### config.mk
export PLATFORM = sky130hd
export DESIGN_NAME = whole_word_line_matcher
export DESIGN_NICKNAME = d
export VERILOG_FILES = /design/src/rtl/wwlm_pkg.sv /design/src/rtl/wwlm_cfg.sv /design/src/rtl/wwlm_step.sv /design/src/rtl/whole_word_line_matcher.sv
export SDC_FILE = /design/constraint.sdc
export NUM_CORES = 1
export LEC_CHECK = 0
export BUFFER_PORTS_ARGS = -buffer_cell sky130_fd_sc_hd__buf_2
export CAP_MARGIN = 25
export CORE_ASPECT_RATIO = 0.5
export CORE_UTILIZATION = 44
export DETAILED_ROUTE_END_ITERATION = 12
export PLACE_DENSITY = 0.67
export SKIP_CTS_REPAIR_TIMING = 1
export SYNTH_ARGS = -nofsm -noshare
export SYNTH_HDL_FRONTEND = slang
export SYNTH_SLANG_ARGS = --single-unit
### constraint.sdc
create_clock -name clk_i -period 17.3 [get_ports clk_i]
set_clock_uncertainty 0.15 [all_clocks]
set_input_delay 1.73 -clock clk_i [delete_from_list [all_inputs] [get_ports clk_i]]
set_output_delay 1.73 -clock clk_i [all_outputs]
set_load 0.02 [all_outputs]
### src/rtl/wwlm_pkg.sv
package wwlm_pkg;

  localparam int unsigned MaxWordBytes = 16;
  localparam int unsigned CfgIdxW      = 3;
  localparam int unsigned CfgDataW     = 64;
  localparam int unsigned WordLenW     = 5;
  localparam int unsigned CntW         = 32;
  localparam int unsigned OutDataW     = 104;

  localparam logic [7:0]      NewlineByte = 8'h0A;
  localparam logic [CntW-1:0] CntMax      = '1;

  // default separator classes: everything except digits and ascii letters
  localparam logic [63:0] SepMap0Rst = 64'hFC00_FFFF_FFFF_FFFF;
  localparam logic [63:0] SepMap1Rst = 64'hF800_0001_F800_0001;
  localparam logic [63:0] SepMap2Rst = 64'hFFFF_FFFF_FFFF_FFFF;
  localparam logic [63:0] SepMap3Rst = 64'hFFFF_FFFF_FFFF_FFFF;
  localparam logic [WordLenW-1:0] WordLenRst   = 5'd1;
  localparam logic [CntW-1:0]     LineLimitRst = 32'd1024;

  typedef enum logic [CfgIdxW-1:0] {
    RegSepMap0   = 3'd0,
    RegSepMap1   = 3'd1,
    RegSepMap2   = 3'd2,
    RegSepMap3   = 3'd3,
    RegWordLow   = 3'd4,
    RegWordHigh  = 3'd5,
    RegWordLen   = 3'd6,
    RegLineLimit = 3'd7
  } cfg_idx_e;

  typedef enum logic [1:0] {
    PhScan   = 2'd0,
    PhMatch  = 2'd1,
    PhFinish = 2'd2
  } phase_e;

  typedef struct packed {
    logic            too_long;
    logic [CntW-1:0] line_length;
    logic [CntW-1:0] line_start_offset;
    logic [CntW-1:0] line_num;
  } res_t;

  function automatic logic [CntW-1:0] sat_inc(input logic [CntW-1:0] v);
    return (v == CntMax) ? CntMax : v + CntW'(1);
  endfunction

endpackage

### src/rtl/wwlm_cfg.sv
module wwlm_cfg #(
  parameter int unsigned MAX_WORD_BYTES = wwlm_pkg::MaxWordBytes
) (
  input  logic                                  clk_i,
  input  logic                                  rst_ni,
  input  logic                                  cfg_we_i,
  input  logic [wwlm_pkg::CfgIdxW-1:0]          cfg_idx_i,
  input  logic [wwlm_pkg::CfgDataW-1:0]         cfg_wdata_i,
  output logic [255:0]                          sep_map_o,
  output logic [MAX_WORD_BYTES*8-1:0]           word_o,
  output logic [wwlm_pkg::WordLenW-1:0]         word_len_o,
  output logic [wwlm_pkg::CntW-1:0]             line_limit_o
);

  logic [255:0]                        sep_q, sep_d;
  logic [MAX_WORD_BYTES*8-1:0]         word_q, word_d;
  logic [wwlm_pkg::WordLenW-1:0]       len_q, len_d;
  logic [wwlm_pkg::CntW-1:0]           limit_q, limit_d;
  wwlm_pkg::cfg_idx_e                  idx;

  assign idx = wwlm_pkg::cfg_idx_e'(cfg_idx_i);

  always_comb begin
    sep_d   = sep_q;
    word_d  = word_q;
    len_d   = len_q;
    limit_d = limit_q;
    if (cfg_we_i) begin
      case (idx)
        wwlm_pkg::RegSepMap0:   sep_d[63:0]    = cfg_wdata_i;
        wwlm_pkg::RegSepMap1:   sep_d[127:64]  = cfg_wdata_i;
        wwlm_pkg::RegSepMap2:   sep_d[191:128] = cfg_wdata_i;
        wwlm_pkg::RegSepMap3:   sep_d[255:192] = cfg_wdata_i;
        wwlm_pkg::RegWordLen:   len_d   = cfg_wdata_i[wwlm_pkg::WordLenW-1:0];
        wwlm_pkg::RegLineLimit: limit_d = cfg_wdata_i[wwlm_pkg::CntW-1:0];
        default: ;
      endcase
      // only the bytes that fit the word store are kept
      for (int k = 0; k < MAX_WORD_BYTES; k++) begin
        if (k < 8) begin
          if (idx == wwlm_pkg::RegWordLow) word_d[8*k +: 8] = cfg_wdata_i[8*k +: 8];
        end else begin
          if (idx == wwlm_pkg::RegWordHigh) word_d[8*k +: 8] = cfg_wdata_i[8*(k-8) +: 8];
        end
      end
    end
  end

  always_ff @(posedge clk_i or negedge rst_ni) begin
    if (!rst_ni) begin
      sep_q   <= {wwlm_pkg::SepMap3Rst, wwlm_pkg::SepMap2Rst,
                  wwlm_pkg::SepMap1Rst, wwlm_pkg::SepMap0Rst};
      word_q  <= '0;
      len_q   <= wwlm_pkg::WordLenRst;
      limit_q <= wwlm_pkg::LineLimitRst;
    end else begin
      sep_q   <= sep_d;
      word_q  <= word_d;
      len_q   <= len_d;
      limit_q <= limit_d;
    end
  end

  // effective word length, clamped to one .. store depth
  always_comb begin
    if (len_q == '0) begin
      word_len_o = wwlm_pkg::WordLenW'(1);
    end else if (len_q > wwlm_pkg::WordLenW'(MAX_WORD_BYTES)) begin
      word_len_o = wwlm_pkg::WordLenW'(MAX_WORD_BYTES);
    end else begin
      word_len_o = len_q;
    end
  end

  assign sep_map_o    = sep_q;
  assign word_o       = word_q;
  assign line_limit_o = limit_q;

endmodule

### src/rtl/wwlm_step.sv
module wwlm_step #(
  parameter int unsigned MAX_WORD_BYTES = wwlm_pkg::MaxWordBytes
) (
  input  logic                          clk_i,
  input  logic                          rst_ni,
  input  logic                          en_i,
  input  logic [7:0]                    data_byte_i,
  input  logic                          last_byte_i,
  input  logic [255:0]                  sep_map_i,
  input  logic [MAX_WORD_BYTES*8-1:0]   word_i,
  input  logic [wwlm_pkg::WordLenW-1:0] word_len_i,
  input  logic [wwlm_pkg::CntW-1:0]     line_limit_i,
  output logic                          res_valid_o,
  output wwlm_pkg::res_t                res_o
);

  localparam int unsigned ProgW = $clog2(MAX_WORD_BYTES + 1);
  localparam int unsigned IdxW  = (MAX_WORD_BYTES > 1) ? $clog2(MAX_WORD_BYTES) : 1;
  localparam int unsigned CntW  = wwlm_pkg::CntW;

  logic [CntW-1:0]   line_q, line_d, begin_q, begin_d, pos_q, pos_d;
  logic              ws_q, ws_d;
  logic [ProgW-1:0]  prog_q, prog_d;
  wwlm_pkg::phase_e  phase_q, phase_d;

  logic              is_sep, is_nl, word_full, word_full_next;
  logic              do_next, emit_nl, emit_eof;
  logic [7:0]        word_cur;
  logic [IdxW-1:0]   word_idx;
  logic [CntW+1:0]   len_end, len_diff;
  logic [CntW-1:0]   len_sat;

  assign is_sep         = sep_map_i[data_byte_i];
  assign is_nl          = (data_byte_i == wwlm_pkg::NewlineByte);
  assign word_idx       = IdxW'(prog_q);
  assign word_cur       = word_i[8*word_idx +: 8];
  assign word_full      = (wwlm_pkg::WordLenW'(prog_q) >= word_len_i);
  assign word_full_next = (phase_d == wwlm_pkg::PhMatch) &&
                          (wwlm_pkg::WordLenW'(prog_d) >= word_len_i);

  always_comb begin
    phase_d = phase_q;
    prog_d  = prog_q;
    ws_d    = ws_q;
    line_d  = line_q;
    begin_d = begin_q;
    do_next = 1'b0;
    emit_nl = 1'b0;
    case (phase_q)
      wwlm_pkg::PhScan: begin
        if (is_nl) begin
          do_next = 1'b1;
        end else if (ws_q && data_byte_i == word_i[7:0]) begin
          prog_d  = ProgW'(1);
          phase_d = wwlm_pkg::PhMatch;
        end else begin
          ws_d = is_sep;
        end
      end
      wwlm_pkg::PhMatch: begin
        if (!word_full) begin
          // word bytes win over the newline test
          if (data_byte_i == word_cur) begin
            prog_d = prog_q + ProgW'(1);
          end else if (is_nl) begin
            do_next = 1'b1;
          end else begin
            ws_d    = is_sep;
            prog_d  = '0;
            phase_d = wwlm_pkg::PhScan;
          end
        end else if (is_sep) begin
          prog_d  = '0;
          phase_d = wwlm_pkg::PhFinish;
          if (is_nl) begin
            emit_nl = 1'b1;
            do_next = 1'b1;
          end
        end else if (is_nl) begin
          do_next = 1'b1;
        end else begin
          ws_d    = 1'b0;
          prog_d  = '0;
          phase_d = wwlm_pkg::PhScan;
        end
      end
      default: begin
        if (is_nl) begin
          emit_nl = 1'b1;
          do_next = 1'b1;
        end
      end
    endcase
    if (do_next) begin
      line_d  = wwlm_pkg::sat_inc(line_q);
      begin_d = wwlm_pkg::sat_inc(pos_q);
      ws_d    = 1'b1;
      prog_d  = '0;
      phase_d = wwlm_pkg::PhScan;
    end
  end

  // a matched line still open at end of file is reported including its last byte
  assign emit_eof = last_byte_i && !emit_nl &&
                    (phase_d == wwlm_pkg::PhFinish || word_full_next ||
                     (phase_d != wwlm_pkg::PhScan && phase_d != wwlm_pkg::PhMatch));

  assign len_end  = {2'b00, pos_q} + (CntW+2)'(emit_eof);
  assign len_diff = len_end - {2'b00, begin_q};
  assign len_sat  = (len_diff[CntW+1:CntW] != 2'b00) ? wwlm_pkg::CntMax
                                                     : len_diff[CntW-1:0];

  assign res_valid_o             = emit_nl || emit_eof;
  assign res_o.line_num          = line_q;
  assign res_o.line_start_offset = begin_q;
  assign res_o.line_length       = len_sat;
  assign res_o.too_long          = (len_sat > line_limit_i);

  assign pos_d = wwlm_pkg::sat_inc(pos_q);

  always_ff @(posedge clk_i or negedge rst_ni) begin
    if (!rst_ni) begin
      line_q  <= CntW'(1);
      begin_q <= '0;
      pos_q   <= '0;
      ws_q    <= 1'b1;
      prog_q  <= '0;
      phase_q <= wwlm_pkg::PhScan;
    end else if (en_i) begin
      if (last_byte_i) begin
        line_q  <= CntW'(1);
        begin_q <= '0;
        pos_q   <= '0;
        ws_q    <= 1'b1;
        prog_q  <= '0;
        phase_q <= wwlm_pkg::PhScan;
      end else begin
        line_q  <= line_d;
        begin_q <= begin_d;
        pos_q   <= pos_d;
        ws_q    <= ws_d;
        prog_q  <= prog_d;
        phase_q <= phase_d;
      end
    end
  end

endmodule

### src/rtl/whole_word_line_matcher.sv
// channel  | handshake                         | payload
// s_axis   | s_axis_tvalid / s_axis_tready     | tdata: data_byte, tlast: last_byte
// m_axis   | m_axis_tvalid / m_axis_tready     | tdata: line_num, line_start_offset,
//          |                                   |        line_length, too_long
// cfg      | cfg_we_i (no back-pressure)       | cfg_idx_i, cfg_wdata_i
//
// one byte per cycle sustained while the result register is not stalled: a byte is
// held in the input register, the scan step and the length/limit compare run between
// it and the result register, from which the result transaction is offered
// reset clears scan state and loads the default separator classes, word and limit
// a stalled result register holds the step; an empty input register takes one more byte
module whole_word_line_matcher #(
  parameter int unsigned MAX_WORD_BYTES = wwlm_pkg::MaxWordBytes
) (
  input  logic                              clk_i,
  input  logic                              rst_ni,
  // byte stream in
  input  logic                              s_axis_tvalid,
  output logic                              s_axis_tready,
  input  logic [7:0]                        s_axis_tdata,  // [7:0] data_byte
  input  logic                              s_axis_tlast,  // last_byte
  // matching lines out
  output logic                              m_axis_tvalid,
  input  logic                              m_axis_tready,
  // [31:0] line_num, [63:32] line_start_offset, [95:64] line_length,
  // [96] too_long, [103:97] zero
  output logic [wwlm_pkg::OutDataW-1:0]     m_axis_tdata,
  // configuration writes
  input  logic                              cfg_we_i,
  input  logic [wwlm_pkg::CfgIdxW-1:0]      cfg_idx_i,
  input  logic [wwlm_pkg::CfgDataW-1:0]     cfg_wdata_i
);

  localparam int unsigned ResW = $bits(wwlm_pkg::res_t);

  logic [255:0]                      sep_map;
  logic [MAX_WORD_BYTES*8-1:0]       word;
  logic [wwlm_pkg::WordLenW-1:0]     word_len;
  logic [wwlm_pkg::CntW-1:0]         line_limit;

  // input register
  logic       in_valid_q;
  logic [7:0] in_byte_q;
  logic       in_last_q;
  logic       in_accept, advance;

  // result register
  logic            out_valid_q;
  wwlm_pkg::res_t  out_res_q;
  logic            step_valid;
  wwlm_pkg::res_t  step_res;

  wwlm_cfg #(
    .MAX_WORD_BYTES(MAX_WORD_BYTES)
  ) u_cfg (
    .clk_i       (clk_i),
    .rst_ni      (rst_ni),
    .cfg_we_i    (cfg_we_i),
    .cfg_idx_i   (cfg_idx_i),
    .cfg_wdata_i (cfg_wdata_i),
    .sep_map_o   (sep_map),
    .word_o      (word),
    .word_len_o  (word_len),
    .line_limit_o(line_limit)
  );

  // the step retires only while the result register is empty or drains this cycle
  assign advance       = in_valid_q && (!out_valid_q || m_axis_tready);
  assign s_axis_tready = !in_valid_q || advance;
  assign in_accept     = s_axis_tvalid && s_axis_tready;

  always_ff @(posedge clk_i or negedge rst_ni) begin
    if (!rst_ni) begin
      in_valid_q <= 1'b0;
    end else if (in_accept) begin
      in_valid_q <= 1'b1;
    end else if (advance) begin
      in_valid_q <= 1'b0;
    end
  end

  always_ff @(posedge clk_i) begin
    if (in_accept) begin
      in_byte_q <= s_axis_tdata;
      in_last_q <= s_axis_tlast;
    end
  end

  wwlm_step #(
    .MAX_WORD_BYTES(MAX_WORD_BYTES)
  ) u_step (
    .clk_i       (clk_i),
    .rst_ni      (rst_ni),
    .en_i        (advance),
    .data_byte_i (in_byte_q),
    .last_byte_i (in_last_q),
    .sep_map_i   (sep_map),
    .word_i      (word),
    .word_len_i  (word_len),
    .line_limit_i(line_limit),
    .res_valid_o (step_valid),
    .res_o       (step_res)
  );

  always_ff @(posedge clk_i or negedge rst_ni) begin
    if (!rst_ni) begin
      out_valid_q <= 1'b0;
    end else if (advance && step_valid) begin
      out_valid_q <= 1'b1;
    end else if (m_axis_tready) begin
      out_valid_q <= 1'b0;
    end
  end

  always_ff @(posedge clk_i) begin
    if (advance && step_valid) begin
      out_res_q <= step_res;
    end
  end

  assign m_axis_tvalid = out_valid_q;
  assign m_axis_tdata  = {(wwlm_pkg::OutDataW - ResW)'(0), out_res_q};

endmodule

# After elaboration in Yosys (flattened, before gate mapping)
# Index checks and enable logic that the tools add are counted.
[op_classes] add_sub_neg=5 order_cmp=5 n_eq_ne=21 shift=1 muxes=51 n_reduce_logical=35
[ops] cell="$mux W32" n=8
[ops] cell="$shiftx A128 B8 Y8" n=1
[ops] cell="$add A32 B1 Y32 const B" n=2
[ops] cell="$eq A32 B32 Y1 const B" n=2
[ops] cell="$mux W5" n=10
[ops] cell="$sub A34 B32 Y34" n=1
[ops] cell="$add A32 B1 Y33" n=1
[ops] cell="$gt A32 B32 Y1" n=1
[ops] cell="$mux W1" n=20
[ops] cell="$reduce_and A2 Y1" n=9
[ops] cell="$eq A8 B8 Y1" n=2
[ops] cell="$mux W2" n=8
[ops] cell="$eq A3 B3 Y1 const B" n=4
[ops] cell="$ge A5 B5 Y1" n=2
[ops] cell="$pmux W5 S2" n=1
[ops] cell="$reduce_bool A2 Y1" n=5
[ops] cell="$lt A8 B9 Y1 const B" n=1
[ops] cell="$bmux W1 S8" n=1
[ops] cell="$eq A8 B4 Y1 const B" n=1
[ops] cell="$logic_and A1 B1 Y1" n=8
[ops] cell="$ne A4 B4 Y1 const B" n=2
[ops] cell="$reduce_and A7 Y1" n=1
[ops] cell="$eq A3 B2 Y1 const B" n=2
[ops] cell="$add A5 B1 Y5 const B" n=1
[ops] cell="16 further kinds" n=24
[word_totals] register_bits=633 in_bits=81 out_inout_bits=106 wordCells=140

# Depth between registers and ports, before layout
# Gate-level depths: netlist of run 1.
[depth] word_depth=17 ltp_mapped=51

# Cells and area by module
# From an unflattened synthesis of run 1, not the netlist that was laid out.
[hier_totals] cells_unflattened=2481 hier_area_um2=32971.6
[by_module_without_submodules] mod="wwlm_cfg" n_inst=1 cells_per_inst=902 area_per_inst_um2=16903.7 seq_area_each_um2=10780.3
[by_module_without_submodules] mod="wwlm_step" n_inst=1 cells_per_inst=1455 area_per_inst_um2=12717.2 seq_area_each_um2=2605.0
[by_module_without_submodules] mod="whole_word_line_matcher" n_inst=1 cells_per_inst=124 area_per_inst_um2=3350.7 seq_area_each_um2=3233.1

# Worst setup path after synthesis of run 1
# Ideal clock, no wire load.
[synth_path] path_type="reg-to-reg" start="reg u_step.prog_q[0]" end="reg out_res_q, in the netlist m_axis_tdata[96] (data pin)" setup_time_ns=0.262 arrival_ns=8.977 t_required_ns=16.888 slack_ns=7.911 path_stages_with_launch=46 synth_period_minus_slack_ns=9.389 cell_sequence="dfrtp_1 > buf_4 > buf_6 > mux4_2 > a22o_1 > a32oi_1 > o21ai_1 > or4_4 > nor3_2 > o21ai_0 > a32oi_1 > nor2_1 > ha_1 > a21o_1 > a21o_1 > a21oi_1 > nor2b_1 > o22ai_1 > [... 10 more ...] > a21o_1 > a21o_1 > a21o_1 > nor4_1 > nor3_1 > o211ai_1 > clkbuf_1 > o211ai_1 > ha_1 > a21o_1 > a21o_1 > a21o_1 > a21o_1 > a21o_1 > a21o_1 > a21oi_1 > a31o_2 > nand3_1"
[synth_rtl] item="from (decl)" line="wwlm_step.sv:23" rtl="logic [ProgW-1:0] prog_q, prog_d;"
[synth_rtl] item="from (signal assigned)" line="wwlm_step.sv:142" rtl="prog_q <= prog_d;"
[synth_rtl] item="to (signal assigned)" line="whole_word_line_matcher.sv:117" rtl="out_res_q <= step_res;"
[synth_rtl] item="to (decl)" line="whole_word_line_matcher.sv:49" rtl="wwlm_pkg::res_t out_res_q;"

==> results of run 1 <==
synthesized netlist by cell type (all sizes together), types with 19 or more instances:
| library cell | n | area [µm²] |
|---|---|---|
| a211oi | 19 | 143 |
| a21o | 38 | 285 |
| a21oi | 81 | 405 |
| a31oi | 20 | 125 |
| buf | 42 | 244 |
| clkbuf | 121 | 454 |
| dfrtp | 329 | 8230 |
| dfstp | 198 | 5200 |
| edfxtp | 106 | 3180 |
| ha | 79 | 988 |
| inv | 96 | 360 |
| mux2 | 430 | 4840 |
| mux2i | 49 | 490 |
| mux4 | 87 | 1960 |
| nand2 | 132 | 495 |
| nand3 | 60 | 300 |
| nand4 | 30 | 188 |
| nor2 | 147 | 552 |
| nor3 | 40 | 205 |
| o211ai | 60 | 450 |
| o21ai | 88 | 440 |
| o22a | 20 | 175 |
| o22ai | 20 | 125 |
| xnor2 | 47 | 412 |
| xor2 | 47 | 412 |
sequential cells by signal, indices dropped and copies added, names as in the netlist, 8 cells and up:
signal,cells
m_axis_tdata,97
u_cfg.line_limit_o,32
u_step.line_q,32
in_byte_q,8
u_cfg.sep_map_o,256
u_step.pos_q,32
u_step.begin_q,32
u_cfg.word_o,128
final timing paths:
check                                             start                              end  cells past startpoint
setup / recovery           u_step.prog_q[0]$_DFFE_PN0P_       m_axis_tdata[96]$_DFFE_PP_                     44
hold / removal                  u_step.ws_q$_DFFE_PN1P_          u_step.ws_q$_DFFE_PN1P_                      2
setup reg to reg           u_step.prog_q[0]$_DFFE_PN0P_       m_axis_tdata[96]$_DFFE_PP_                     44
hold reg to reg                 u_step.ws_q$_DFFE_PN1P_          u_step.ws_q$_DFFE_PN1P_                      2
max in group asynchronous                        rst_ni     u_step.line_q[0]$_DFFE_PN1P_                      5
min in group asynchronous                        rst_ni  u_cfg.sep_map_o[77]$_DFFE_PN0P_                      1
metal layers:
metal | GRT usage [%] | wire length (µm) | vias to the layer above
li1 | - | - | 9933
met1 | 33.4 | 39200 | 11400
met2 | 36.2 | 40700 | 606
met3 | 4.17 | 4860 | 126
met4 | 6.29 | 2270 | 0
met5 | 0 | 0 | -
critical path: cells and delay by family, from the launching register on:
| family | cells | cell delay (ps) |
|---|---|---|
| AO/OA/AOI/OAI | 23 | 4030 |
| AND/OR/NAND/NOR | 12 | 3430 |
| adder cells (fa/ha/maj) | 4 | 1120 |
| buffers and inverters | 2 | 920 |
| multiplexers | 2 | 720 |
| flip-flops | 1 | 340 |
| XOR/XNOR | 1 | 200 |
layout make-up:
type | count | area, µm²
clock buffers | 83 | 1600
clock inverters | 25 | 298
fillers | 6247 | 35700
inverters | 99 | 372
multi-input cells | 1726 | 14800
flip-flops and latches | 633 | 16600
well taps | 958 | 1200
repair buffers | 222 | 1330
power groups by stage:
stage               sequential (W)  combinational [W]  clock (W)
finish                     0.00194           0.000696    0.00130
detailed placement         0.00196           0.000689          0
floorplan                  0.00191           0.000502          0
global placement           0.00195           0.000674          0
CTS                        0.00194           0.000694    0.00133
global route               0.00197           0.000754    0.00139
cell families (layout without fill, tap and decap cells):
family	Yosys count	in the layout	share of synthesized area, %
and+or+nand+nor	526	526	7.81
DFF	633	633	51.3
AOI/OAI and AO/OA	453	453	9.48
other	1	7	0.0116
xor gates and xnor gates	94	94	2.54
muxes	566	566	22.5
buffers and inverters	262	429	3.30
adders and majority gates	80	80	3.11
stage by stage:
step	area [µm²]	hold WS (ps)	util (%)
after floorplan	32400	292	-
after global placement	34200	308	47.6
after detailed placement	34200	312	47.6
after CTS	36100	335	50.2
after global routing	36200	339	50.3
final	36200	331	50.3
==> results.toml, run 1 <==
[worst_setup_path]
crit_slowest_cell = "nor4_1"
path_class = "reg2reg"
start_kind = "register"
arrival_ps = 11440
worst_setup_path_end_kind = "register"
max_stage_delay_ps = 810
cp.required_ps = 17550
crit_top_cell = "a21o_1"
crit_fanout = 43
r2r_slack_ps = 6110

[place]
numPortBuffers = 179
place_hpwl_um = 59300
dp_slack_ps = 6260
dp_cells = 3634
globalplace.congestion = 0.924

[synth]
synth-edff-count = 106
synth-seq-cells = 633
synth_warnings = 0
synth_area_per_cell_um2 = 12.4
synthFlopType = "dfrtp_1"
synth_cell_type_count = 80
syn_inst = 2615
syn_area_um2 = 32400
seq_area_frac_synth_pct = 51.3
ys_async_sr_fraction_pct = 83.3

[sta]
setup_ws_ps = 6110
slew_viol_final = 0
tightestPinTransition_ps = 1100
max_freq_mhz = 89.4
fin_crit_sh_pct = 64.7
relSlewSlack_pct = 26.9
rsz0062_at_grt = "no"
setup_tns_ps = 0
finalHoldViolCount = 0
setup-violations-final = 0
period_minus_slack_ps = 11190

[power]
intPower_w = 0.00289
power.density_nw_per_um2 = 109
power.share.switching_pct = 26.5
p_clk_share_pct = 33.0
switchingPower_w = 0.00104
power_w = 0.00394
peakVddDrop_v = 0.0000870
p_seq_share_pct = 49.3
combPwrFrac_pct = 17.7
leakagePower_nw = 14.8

[drt]
first_pass_iters = 5
wl_per_cell_um = 23.2
remaining_drc_errors = 0
via_per_inst = 5.90
drtIter0Drc = 1921
num_vias = 22100
ant_nets = 0
wirelength_um = 87000

[global_route]
overflow = 0
antenna_found_initial = 3
grt_usage_pct = 23.2
grt_pass1_wl_um = 134000
grt_pass1_vias = 21700
grt_max_degree = 183

[cells_and_area]
finalNonFillerCells = 3746
drive_gt1_share_pct = 37.4
synthToLayoutAreaGrowth_pct = 11.7
final_common_cell = "mux2_2"
final_cell_mix = "429 x mux2_2, 327 x dfrtp_1, 198 x dfstp_2, 178 x buf_2, 146 x nor2_1"
fin_nets = 2900
n_antenna_cell = 0

[outcome]
status = "completed"

[worst_hold_path]
min_path_type = "reg2reg"

[clocking]
cts_num_sinks = 633
cts_buffers = 57
clkTransAtPathRegs_ps = 70
h-tree-depth = 2
cts_buffer_depth = 3
insertion_delay_ps = 650
cts-root-buf = "clkbuf_16"
cts_tree = "built"

[floorplanning]
num_rows = 69
dieArea_um2 = 74800
dieHeight_um = 194
chipWidth_um = 386
pin_count = 187
start_util_pct = 45.1
core_area_um2 = 71900

[run]
cap_violations = 0
Power figures use the tool's default switching activity.
==> run 2: changes to the inputs <==
- PLACE_DENSITY: 0.67 -> 0.69
- clock period: 17.3 -> 9.4 ns (I/O delays scaled with it)
==> results.toml, run 2 (synthesis results as in run 1) <==
[clocking]
cts_buffers = 56
insertion_delay_ps = 660
cts_tree = "built"
clkTransAtPathRegs_ps = 70
cts_buffer_depth = 3
h-tree-depth = 2
cts_num_sinks = 633
cts-root-buf = "clkbuf_16"

[worst_setup_path]
max_stage_delay_ps = 580
crit_fanout = 11
path_class = "reg2reg"
start_kind = "register"
crit_top_cell = "a21oi_1"
cp.required_ps = 9650
arrival_ps = 9450
r2r_slack_ps = 200
worst_setup_path_end_kind = "register"
crit_slowest_cell = "or4_4"

[floorplanning]
num_rows = 69
pin_count = 187
dieHeight_um = 194
start_util_pct = 45.1
core_area_um2 = 71900
dieArea_um2 = 74800
chipWidth_um = 386

[drt]
remaining_drc_errors = 0
wl_per_cell_um = 23.3
ant_nets = 0
first_pass_iters = 6
num_vias = 22800
drtIter0Drc = 1963
via_per_inst = 5.88
wirelength_um = 90400

[cells_and_area]
largest_reg_flops = 256
final_common_cell = "mux2_2"
multiInputGateArea_um2 = 15100
drive_gt1_share_pct = 42.4
ff_latch_area_um2 = 16600
nFillCells = 6036
fin_nets = 3034
final_core_util_pct = 52.5
final_cell_mix = "429 x mux2_2, 327 x dfrtp_1, 198 x dfstp_2, 178 x buf_2, 160 x buf_4"
synthToLayoutAreaGrowth_pct = 16.4

[global_route]
antenna_found_initial = 6
grt_usage_pct = 24.1
grt_pass1_vias = 22900
overflow = 0
grt_pass1_wl_um = 139000
grt_max_degree = 168

[place]
place_hpwl_um = 63700
dp_slack_ps = -86.3
globalplace.congestion = 0.937
numPortBuffers = 179

[sta]
fin_crit_sh_pct = 97.9
slew_viol_final = 0
finalHoldViolCount = 0
rsz0062_at_grt = "yes"
setup_ws_ps = 199
relSlewSlack_pct = 35.9
tightestPinTransition_ps = 962
max_freq_mhz = 109
period_minus_slack_ps = 9200
setup-violations-final = 0

[power]
power.density_nw_per_um2 = 197
power_w = 0.00744
leakagePower_nw = 15.6
peakVddDrop_v = 0.000157

[worst_hold_path]
min_path_type = "in2async"

[outcome]
status = "completed"

[run]
cap_violations = 0
==> run 2: changes by cell type in the layout (fill, tap and decap cells not counted), sizes merged <==
cell	change
inv	+3
bufinv	-1
clkinv	-5
clkinvlp	+2
buf	+134
diode	+4
==> run 2: layer usage <==
layer | vias up | part of all wire, % | track usage, %
met3 | 135 | 6.0 | 4.28
met2 | 720 | 48 | 38.3
met1 | 11800 | 43 | 33.8
met4 | 0 | 2.6 | 7.11
met5 | - | 0 | 0
li1 | 10200 | - | -
==> run 2: metrics by stage <==
step	instances	hold WS (ps)	setup TNS, ps	instance area (µm²)
3_5_place_dp	3758	311	-86.3	35300
2_1_floorplan	2621	292	0	32400
6_report	3883	200	0	37800
5_1_grt	3879	242	-226	37700
3_3_place_gp	3758	310	0	35300
4_1_cts	3864	195	-142	37300
==> run 2: path summary, 6_finish.rpt <==
path	start	end	cells past startpoint
min in group clk_i	s_axis_tdata[7]	in_byte_q[7]$_DFFE_PP_	1
hold reg to reg	u_step.begin_q[7]$_DFFE_PN0P_	m_axis_tdata[39]$_DFFE_PP_	0
setup reg to reg	u_step.prog_q[0]$_DFFE_PN0P_	m_axis_tdata[96]$_DFFE_PP_	47
setup / recovery	u_step.prog_q[0]$_DFFE_PN0P_	m_axis_tdata[96]$_DFFE_PP_	47
max in group asynchronous	rst_ni	u_step.begin_q[9]$_DFFE_PN0P_	3
hold / removal	rst_ni	u_cfg.sep_map_o[89]$_DFFE_PN0P_	1
==> run 2: area by class of cell <==
type,count,share of cell area [%]
Clock buffer,82,4.63
Inverter,99,0.984
Clock inverter,24,0.759
Timing Repair Buffer,357,6.51
Sequential cell,633,44.0
Antenna cell,4,0.0265
Multi-Input combinational cell,1726,39.9
Tap cell,958,3.18
==> run 2: critical path: cells and delay by family, from the launching register on <==
family	cells	cell delay (ps)
muxes	2	630
adders and majority gates	5	1320
buffers and inverters	5	760
xor gates and xnor gates	1	150
AOI/OAI and AO/OA	20	3330
DFF	1	440
and+or+nand+nor	14	2160
==> run 2: power breakdown <==
group / leakage (nW) / internal [W] / switching (W) / total (W)
sequential: 7.19 / 0.00334 / 0.000246 / 0.00358
clock: 1.00 / 0.00141 / 0.00109 / 0.00251
combinational: 7.46 / 0.000709 / 0.000643 / 0.00135
total: 15.6 / 0.00546 / 0.00198 / 0.00744
